[src/hdl/assert_macros.svh]
// Assertion helpers for the RTL, used by the top level.
`ifndef ASSERT_MACROS_SVH
`define ASSERT_MACROS_SVH
`ifndef SYNTHESIS
`define CCL_ASSERT(lbl, clk, rst_n, prop) \
  lbl: assert property (@(posedge clk) disable iff (!rst_n) prop) \
    else $error("assertion failed");
`define CCL_ASSERT_NR(lbl, clk, prop) \
  lbl: assert property (@(posedge clk) prop) else $error("assertion failed");
`else
`define CCL_ASSERT(lbl, clk, rst_n, prop)
`define CCL_ASSERT_NR(lbl, clk, prop)
`endif
`endif

[src/hdl/ccl_pkg.sv]
`timescale 1ns / 1ps
`default_nettype none
package ccl_pkg;
  localparam int ADDR_W = 10;
  localparam int DATA_W = 32;
  localparam int OP_W = 2;
  localparam int MODE_W = 2;
  localparam int STAT_W = 3;

  localparam logic [OP_W-1:0] OP_IDLE  = 2'd0;
  localparam logic [OP_W-1:0] OP_LOAD  = 2'd1;
  localparam logic [OP_W-1:0] OP_STORE = 2'd2;
  localparam logic [OP_W-1:0] OP_RSVD  = 2'd3;  // unused code, acts as idle

  localparam logic [MODE_W-1:0] MODE_DM = 2'd0;
  localparam logic [MODE_W-1:0] MODE_FA = 2'd1;
  localparam logic [MODE_W-1:0] MODE_SA = 2'd2;
  localparam logic [MODE_W-1:0] MODE_SA_ALT = 2'd3;  // acts as set associative
  localparam logic [MODE_W-1:0] MODE_RESET = MODE_SA;

  localparam logic [STAT_W-1:0] WAIT_START = 3'd4;

  localparam int NUM_LINES_DEF = 16;
  localparam int NUM_WAYS_DEF = 4;
  localparam int MEM_WORDS_DEF = 1024;

  typedef struct packed {
    logic              fire;
    logic              is_load;
    logic              is_store;
    logic [MODE_W-1:0] mode;
    logic [ADDR_W-1:0] addr;
    logic [DATA_W-1:0] din;
    logic [DATA_W-1:0] mem_data;
  } ccl_cmd_t;

  typedef struct packed {
    logic              hit;
    logic [DATA_W-1:0] data;
  } ccl_res_t;
endpackage
`default_nettype wire

[src/hdl/ccl_lines.sv]
`timescale 1ns / 1ps
`default_nettype none
module ccl_lines #(
  parameter int NUM_LINES = ccl_pkg::NUM_LINES_DEF,
  parameter int NUM_WAYS  = ccl_pkg::NUM_WAYS_DEF
) (
  input  wire logic               clk,
  input  wire logic               rst_n,
  input  wire ccl_pkg::ccl_cmd_t  cmd,
  output ccl_pkg::ccl_res_t       res
);
  import ccl_pkg::*;

  localparam int LW = (NUM_LINES > 1) ? $clog2(NUM_LINES) : 1;
  localparam int NS = ((NUM_LINES / NUM_WAYS) > 0) ? (NUM_LINES / NUM_WAYS) : 1;
  localparam int SW = (NS > 1) ? $clog2(NS) : 1;
  localparam int LNS = $clog2(NS);
  localparam int CW = $clog2(NUM_LINES + 1);

  logic              valid_r [NUM_LINES];
  logic [ADDR_W-1:0] tag_r   [NUM_LINES];
  logic [DATA_W-1:0] data_r  [NUM_LINES];
  logic [LW-1:0]     rank_r  [NUM_LINES];

  logic              dm, fa;
  logic [ADDR_W-1:0] key;
  logic [SW-1:0]     set_idx;
  logic [NUM_LINES-1:0] grp;
  logic              hit, has_free, has_r0, has_base;
  logic [LW-1:0]     hit_idx, free_idx, r0_idx, base_idx, victim, sel;
  logic [CW-1:0]     n;
  logic [LW-1:0]     rank_sel;
  logic              touch_ok, install, do_touch;

  always_comb begin
    dm = (cmd.mode == MODE_DM);
    fa = (cmd.mode == MODE_FA);
    set_idx = SW'(cmd.addr) & SW'(NS - 1);
    if (dm) begin
      key = ADDR_W'(cmd.addr >> LW);
    end else if (fa) begin
      key = cmd.addr;
    end else begin
      key = ADDR_W'(cmd.addr >> LNS);
    end
    for (int i = 0; i < NUM_LINES; i++) begin
      if (dm) begin
        grp[i] = (LW'(cmd.addr) == LW'(i));
      end else if (fa) begin
        grp[i] = 1'b1;
      end else begin
        grp[i] = (set_idx == SW'(i / NUM_WAYS));
      end
    end
    hit = 1'b0; has_free = 1'b0; has_r0 = 1'b0; has_base = 1'b0;
    hit_idx = '0; free_idx = '0; r0_idx = '0; base_idx = '0;
    n = '0;
    // first-match priority searches over the group
    for (int i = 0; i < NUM_LINES; i++) begin
      if (grp[i]) begin
        if (!has_base) begin
          has_base = 1'b1;
          base_idx = LW'(i);
        end
        if (valid_r[i] && tag_r[i] == key && !hit) begin
          hit = 1'b1;
          hit_idx = LW'(i);
        end
        if (!valid_r[i] && !has_free) begin
          has_free = 1'b1;
          free_idx = LW'(i);
        end
        if (rank_r[i] == '0 && !has_r0) begin
          has_r0 = 1'b1;
          r0_idx = LW'(i);
        end
        if (valid_r[i]) begin
          n = n + CW'(1);
        end
      end
    end
    if (dm || !(has_free || has_r0)) begin
      victim = base_idx;
    end else if (has_free) begin
      victim = free_idx;
    end else begin
      victim = r0_idx;
    end
    sel = hit ? hit_idx : victim;
    rank_sel = rank_r[sel];
    touch_ok = (n != '0) && (CW'(rank_sel) < CW'(n - CW'(1)));
    install = cmd.fire && cmd.is_load && !hit;
    do_touch = cmd.fire && !dm && touch_ok && (hit || (install && valid_r[sel]));
    res.hit = hit;
    res.data = data_r[hit_idx];
  end

  always_ff @(posedge clk) begin
    if (!rst_n) begin
      for (int i = 0; i < NUM_LINES; i++) begin
        valid_r[i] <= 1'b0;
      end
    end else if (install) begin
      valid_r[sel] <= 1'b1;
    end
  end

  // ranks start at zero so lines filled in direct mode rank defined later
  always_ff @(posedge clk) begin
    if (!rst_n) begin
      for (int i = 0; i < NUM_LINES; i++) begin
        rank_r[i] <= '0;
      end
    end else begin
      if (do_touch) begin
        for (int i = 0; i < NUM_LINES; i++) begin
          if (LW'(i) == sel) begin
            rank_r[i] <= LW'(n - CW'(1));
          end else if (grp[i] && valid_r[i] && rank_r[i] > rank_sel) begin
            rank_r[i] <= rank_r[i] - LW'(1);
          end
        end
      end
      if (install && !dm && !valid_r[sel]) begin
        rank_r[sel] <= LW'(n);  // youngest among the valid lines
      end
    end
  end

  always_ff @(posedge clk) begin
    if (install) begin
      tag_r[sel]  <= key;
      data_r[sel] <= cmd.mem_data;
    end
    if (cmd.fire && cmd.is_store && hit) begin
      data_r[sel] <= cmd.din;
    end
  end
endmodule
`default_nettype wire

[config.mk]
export PLATFORM = sky130hd
export DESIGN_NAME = ccl_lines
export DESIGN_NICKNAME = d
export VERILOG_FILES = /design/src/hdl/assert_macros.svh /design/src/hdl/ccl_pkg.sv /design/src/hdl/ccl_lines.sv
export SDC_FILE = /design/constraint.sdc
export NUM_CORES = 1
export LEC_CHECK = 0
export ABC_AREA = 1
export BUFFER_PORTS_ARGS = -buffer_cell sky130_fd_sc_hd__buf_2
export CAP_MARGIN = 20
export CORE_ASPECT_RATIO = 0.5
export CORE_MARGIN = 3
export CORE_UTILIZATION = 54
export DETAILED_ROUTE_END_ITERATION = 7
export PLACE_DENSITY = 0.81
export SYNTH_ARGS = -nofsm -noshare
export SYNTH_HDL_FRONTEND = slang
export SYNTH_SLANG_ARGS = --single-unit
[constraint.sdc]
create_clock -name clk -period 25.8 [get_ports clk]
set_clock_uncertainty 0.15 [all_clocks]
set_input_delay 5.16 -clock clk [delete_from_list [all_inputs] [get_ports clk]]
set_output_delay 5.16 -clock clk [all_outputs]
set_load 0.01 [all_outputs]
-- Yosys cells after proc, flatten, opt, wreduce, memory -nomap -nowiden
Memories as Yosys holds them, arrays and structs flattened.
Cells that the tools add are included.
- add/subtract/negate cells: 32
- magnitude comparators: 17
- eq/ne operators: 50
- muxes and demuxes: 481
- bitwise gates (word level): 33
- reduce and logical (&&, ||, !) cells: 194
- operator list (operator ; number):
    two-way mux 4 bit ; 150
    two-way mux 1 bit ; 298
    == test 10 bit ; 16
    two-way mux 5 bit ; 30
    logical AND 1 bit ; 104
    adder 5 x 1 -> 5 bit, second input constant ; 15
    logical NOT 4 bit ; 18
    greater-than comparator 4 bit ; 16
    logical NOT 1 bit ; 64
    subtractor 4 x 1 -> 4 bit, second input constant ; 16
    OR 1 bit ; 33
    == test 4 bit, first input constant ; 8
    == test 4 bit, second input constant ; 8
    two-way mux 32 bit ; 1
    two-way mux 10 bit ; 2
    == test 3 x 4 -> 1 bit, first input constant ; 4
    == test 4 x 3 -> 1 bit, second input constant ; 4
    == test 2 x 4 -> 1 bit, first input constant ; 2
    == test 4 x 2 -> 1 bit, second input constant ; 2
    < comparator 4 x 5 -> 1 bit ; 1
    nonzero test 5 bit ; 1
    subtractor 5 x 1 -> 5 bit, second input constant ; 1
    == test 1 x 4 -> 1 bit, first input constant ; 1
    == test 2 x 1 -> 1 bit, second input constant ; 2
    6 further kinds ; 10
- register bits: 0
- bits in writable memories: 752
- logic and storage cells: 811
- memories: 4
- memories (memory ; depth ; width ; read ports ; clocked after Yosys merged registers in ; wr ports ; RTL line ; source):
    data_r ; 16 ; 32 ; 1 ; 0 ; 1 ; ccl_lines.sv:22 ; logic [DATA_W-1:0] data_r [NUM_LINES];
    tag_r ; 16 ; 10 ; 16 ; 0 ; 1 ; ccl_lines.sv:21 ; logic [ADDR_W-1:0] tag_r [NUM_LINES];
    rank_r ; 16 ; 4 ; 17 ; 0 ; 16 ; ccl_lines.sv:23 ; logic [LW-1:0] rank_r [NUM_LINES];
    valid_r ; 16 ; 1 ; 17 ; 0 ; 16 ; ccl_lines.sv:20 ; logic valid_r [NUM_LINES];

-- Depth between registers and ports, before layout
Gate-level depths: netlist (run 1).
An unclocked memory read counts as a cell.
- depth in word-level cells: 80
- mapped depth: 82

-- Worst setup path after synthesis (run 1)
No wires, ideal clock.
- kind: input to register
- from: in cmd[65] in the netlist's numbering
- to: mem rank_r[10][0] in the netlist's numbering, enable pin
- setup time: 0.361 ns
- data arrival time: 14.919 ns
- setup slack: 10.369 ns
- stages on the path: 71
- cell sequence: o21ai_2 > nand3_1 > inv_1 > ha_1 > nand3b_1 > nand2_1 > inv_1 > ha_1 > or2_0 > o21ai_0 > inv_1 > ha_1 > or2_1 > nand3_1 > nand3_2 > nand2_1 > nand2_1 > nand2_1 > (+35 left out) > ha_1 > inv_1 > o21ai_1 > inv_1 > ha_1 > nand2_1 > inv_1 > nor2_1 > clkbuf_1 > ha_1 > a21oi_1 > nand2_1 > nand2_1 > nand2_1 > nand3_2 > nand2_4 > buf_2 > o21ai_0
- RTL lines (item ; RTL line ; source):
    from (decl) ; ccl_lines.sv:9 ; input wire ccl_pkg::ccl_cmd_t cmd,
    to (decl) ; ccl_lines.sv:23 ;

==> metrics.txt, run 1 <==
CP peak stage delay 0.91 ns; Synth Cell Area 0.0393 mm^2; Routed WL 107,000 um; status finished clean; cell family with most CP delay simple AND/OR/NAND/NOR gates; sinks on the clock net 752; row count 69; final instance area 0.0432 mm^2; crit start category primary input; GRT Total Usage 0.276; synth cell count leaders nand2_1, edfxtp_1, mux2_2, inv_1, nand3_1; Clock Pin Slew Worst Setup and Hold Paths 0.06 ns; RSZ-0062 raised after global routing false; Slew HR 0.237; Final nets 3,945; crit path DAT 17.51 ns; P_leak 16.5 nW; reg2reg setup slack 13.48 ns; Fin. Hold Viols 0; Yosys cell types 66; CTS resizes 0; peak supply drop 0.0000458 V; gr ovfl total 0; worst slew pin tran 1.14 ns; final setup vio count 0; highest-delay cell along the critical path inv_2; largest net degree at the start of global routing 173; post-CTS setup buffers 0; initial core utilization 0.549; Post-synth EDFFs 736; Critical Path RT 25.93 ns; Hold Path End valid_r[15]; critical path class in2reg; Clock Tree Root clkbuf_16; Synth Instances 3,665; area share of the largest cell type after synthesis 0.562; Slew Limit Fails 0; port buffer count 113; Longest Clk Path Bufs 3; vias 29,000; Async SR Flop Fraction 0; Layout area overhead 9.90%; initial antenna violation count 5; CORE AREA 0.0716 mm^2; Crit path top cell by count nand2_1; worst hold path class reg2reg; FF-to-FF Start valid_r[0]; placed cell areas 0.0410 mm^2; die height 197 um; initial DRC count 3,925; Syn. warnings 0; Mean Syn Cell Area 10.7 um^2; hpwl dp 64,400 um; ratio of cells with drive above 1 in the final layout 0.191; synthesized flop and latch total 752; Power Dens Cells 63.9 mW/mm^2; WP buf/inv 17; clk_lat worst skew 0.64 ns; vias in the first global route 28,300; die width 388 um; Levels on crit path 73; Synth area leader edfxtp_1; Num CTS Buffers 70; syn_nets 3,847; post-route ant nets 0; first-pass GRT wire length 163,000 um; Die ar. 0.0763 mm^2; Placer Congestion 0.971; Worst R2R Path Depth 70; Post-route DRC 0; Fin Setup TNS 0 ns; DR pass1 iterations 6; crit path capture type flip-flop; final worst path period need 17.39 ns; reg-to-reg endpoint rank_r[6][1]; sequential fraction of the synthesis area 0.570; vias per cell 6.07; number of I/O pins 114; synth top area cells edfxtp_1, mux2_2, nand2_1, nand3_1, ha_1; worst hold path cell count 2; Max FO, Critical Path 60; CTS tree yes; hold path start valid_r[15]; hold_buf cts 0; H-tree depth 3; Peak Freq 57.5 MHz; most frequent cell after synthesis nand2_1; main flop type after synthesis edfxtp_1; fin crit share 0.674; per-cell routed wire length 22.4 um; Max-Cap Viols 0
-- layer usage --
metal,part of all wire,vias to the layer above,track usage,routed length [um]
met2,0.47,1661,0.447,49800
met5,0,-,0,0
li1,-,13200,-,-
met4,0.034,0,0.106,3680
met3,0.11,264,0.0470,11300
met1,0.40,13900,0.376,42400
-- state kept, by name (all words and copies together), names as in the netlist --
| register | flops |
|---|---|
| rank_r | 64 |
| tag_r | 160 |
| data_r | 512 |
| valid_r | 16 |
-- logic make-up (layout without fill, tap and decap cells) --
logic type               Yosys count  in the layout  share of synthesized area
buffers and inverters            437            588                     0.0439
adder cells (fa/ha/maj)          101            101                     0.0321
AO/OA/AOI/OAI                    403            403                     0.0640
AND/OR/NAND/NOR                 1564           1564                      0.181
XOR/XNOR                         120            120                     0.0267
multiplexers                     288            288                     0.0825
flip-flops                       752            752                      0.570
other                              0              4                          0
-- cell type report --
class                      count  area (um^2)
fill                        5397        28400
sequential                   752        22400
multi-input combinational   2476        15300
clock buffer                  91         1860
tap                          958         1200
inverter                     303         1140
timing repair buffer         160          941
clock inverter                34          322
antenna                        4         10.0
-- worst max path at each step --
stage                        from             to
after global routing      cmd[75]   rank_r[6][1]
final                     cmd[75]   rank_r[6][1]
after floorplan           cmd[65]  rank_r[10][0]
after global placement    cmd[75]   rank_r[6][3]
after CTS                 cmd[75]   rank_r[6][3]
after detailed placement  cmd[75]   rank_r[6][2]
-- tightest hold or removal path, cell delays in order (launching register included) --
cell	delay, ns
dfxtp_1	0.32
inv_1	0.07
o22ai_1	0.08
-- report_power, final --
part	leakage [nW]	switching (mW)	total [mW]	internal, mW
Clock	1.04	0.471	1.01	0.538
Combinational	8.63	0.255	0.369	0.114
Sequential	6.85	0.0142	1.38	1.37
-- metrics by stage --
stage | hold slack, ns | setup WS, ns | util | total power, mW | cells
6_report | 0.378 | 8.41 | 0.604 | 2.76 | 4778
5_1_grt | 0.398 | 7.48 | 0.604 | 2.85 | 4777
4_1_cts | 0.367 | 8.66 | 0.603 | 2.75 | 4772
3_5_place_dp | 0.357 | 8.00 | 0.573 | 1.76 | 4647
3_3_place_gp | 0.345 | 8.41 | 0.573 | 1.75 | 4647
2_1_floorplan | 0.330 | 10.37 | - | 1.65 | 3665
-- cells in the final DEF, fill, tap and decap left out, types with 37 or more instances in the layout --
cell       netlist  routed
a221oi_1        66      66
inv_1          281     280
edfxtp_1       736     736
o21ai_0         63      63
nand3_1        266     265
buf_4            8      44
mux2_2         288     288
nand4_1         55      55
or2_2           59      59
a21oi_1        166     165
ha_1           101     101
nor2_1         228     212
nand2_1        792     789
xnor2_1         73      73
nor3_1          37      37
o22ai_1         43      43
xor2_1          47      47
buf_2           21     113
clkbuf_16        0      71
Note: power is estimated with default switching activity, not from simulation.
==> run 2: changes to the inputs <==
PLACE_DENSITY = 0.83   (was 0.81)
clock period = 14.8 ns   (was 25.8 ns; I/O delays follow)
==> run 2 against run 1 <==
Against the previous run:
- first-iteration DRC count down 5.3%
- via count up 0.82%
- die area unchanged
- critical path depth up 5
- sequential share of layout area about the same
- cell area about the same
- worst setup slack worse by 7.4 ns
- combinational power up 75%
- highest routed layer unchanged
- total power up 75%
- largest power group unchanged
==> metrics.txt, run 2 (synthesis gave the netlist of run 1 again) <==
clock share of power 0.368; first-pass GRT wire length 161,000 um; vias per cell 6.13; RSZ-0062 raised after global routing false; worst slew pin tran 1.18 ns; initial antenna violation count 3; ratio of cells with drive above 1 in the final layout 0.191; fin crit share 0.932; Clock Tree Root clkbuf_16; clk_lat worst skew 0.63 ns; P_leak 16.5 nW; CORE AREA 0.0716 mm^2; Fillers 5,217; largest net degree at the start of global routing 194; Final nets 3,947; row count 69; Num CTS Buffers 69; Post-route DRC 0; Critical Path RT 15.03 ns; number of I/O pins 114; port buffer count 113; Fin Setup TNS 0 ns; hpwl dp 64,900 um; post-CTS setup buffers 0; Slew HR 0.214; status finished clean; most common cell after layout, fill and taps aside nand2_1; vias in the first global route 28,400; final worst path period need 13.79 ns; final setup vio count 0; DR pass1 iterations 6; per-cell routed wire length 22.2 um; pre-CTS setup slack 0.440 ns; Slew Limit Fails 0; total power 4.84 mW; crit path capture type flip-flop; Max-Cap Viols 0; initial DRC count 3,718; sequential share of power 0.498; vias 29,300; Die ar. 0.0763 mm^2; post-route ant nets 0; Longest Clk Path Bufs 3; die width 388 um; Power Dens Cells 112 mW/mm^2; Biggest register data_r; hold_buf cts 0; CTS tree yes; max reg flops 512; Switching Power 1.28 mW; worst hold path class reg2reg; Routed WL 106,000 um; critical path class in2reg; Peak Freq 72.5 MHz; crit start category primary input; Sw Share 0.264; Top Registers data_r x512, tag_r x160, rank_r x64; Max FO, Critical Path 27; peak supply drop 0.0000781 V; post-layout util 0.604; highest-delay cell along the critical path nand2_4; slack of the critical path 1.01 ns; cell-internal power 3.56 mW; Clock Pin Slew Worst Setup and Hold Paths 0.07 ns; Placer Congestion 0.996; power share of the combinational group 0.133; Fin. Hold Viols 0; CP peak stage delay 0.44 ns; sinks on the clock net 752; Crit path top cell by count nand2_1; gr ovfl total 0; H-tree depth 3; Layout area overhead 9.95%; die height 197 um; initial core utilization 0.549; commonest cells after routing, fill and taps aside nand2_1, edfxtp_1, mux2_2; crit path DAT 14.02 ns; GRT Total Usage 0.271
run 2: cell count changes in the layout (fill, tap and decap cells not counted), sizes merged:
cell      delta
buf          +3
bufinv       +3
clkbuf       -1
clkinv       -3
clkinvlp     -3
diode        -1
run 2: layout make-up:
| type | count | area [um^2] | share of cell area |
|---|---|---|---|
| Antenna cell | 3 | 7.51 | 0.000174 |
| Clock inverter | 31 | 354 | 0.00819 |
| Inverter | 303 | 1140 | 0.0264 |
| Clock buffer | 90 | 1840 | 0.0425 |
| Tap cell | 958 | 1200 | 0.0277 |
| Multi-Input combinational cell | 2476 | 15300 | 0.354 |
| Sequential cell | 752 | 22400 | 0.519 |
| Timing Repair Buffer | 163 | 951 | 0.0220 |
run 2: power groups by stage:
stage / sequential [mW] / clock (mW) / combinational, mW
4_1_cts: 2.41 / 1.78 / 0.627
3_3_place_gp: 2.45 / 0 / 0.590
5_1_grt: 2.41 / 1.86 / 0.706
3_5_place_dp: 2.45 / 0 / 0.622
6_report: 2.41 / 1.78 / 0.646
2_1_floorplan: 2.45 / 0 / 0.424
run 2: timing repair:
item,4_1_cts,5_1_grt
gates resized for setup,0,2
endpoints found under the hold margin,0,0
endpoints found under the setup margin,0,25
run 2: per-stage QoR:
step                area [um^2]  cells  hold WS, ns
detailed placement        41000   4651        0.363
global route              43200   4776        0.401
CTS                       43200   4772        0.373
floorplan                 39300   3665        0.330
finish                    43200   4776        0.378
global placement          41000   4651        0.356
run 2: worst paths after layout:
path	cells after the start	slack, ns	to	from
worst max-delay path	78	1.01	rank_r[4][3]	cmd[67]
worst min-delay path	2	0.38	valid_r[15]	valid_r[15]
worst max register to register	74	3.76	rank_r[4][3]	valid_r[0]
worst min register to register	2	0.38	valid_r[15]	valid_r[15]
run 2: per-layer routing:
layer  share of wire  wire length [um]  GRT usage
met3            0.11             11500     0.0489
met5               0                 0          0
met2            0.47             50000      0.450
met1            0.38             40000      0.355
met4           0.042              4430      0.115
run 2: critical path: cells and delay by family:
family | cells | cell delay (ns)
AOI/OAI and AO/OA | 3 | 0.49
buffers and inverters | 17 | 1.46
and+or+nand+nor | 47 | 6.27
adders and majority gates | 11 | 2.85
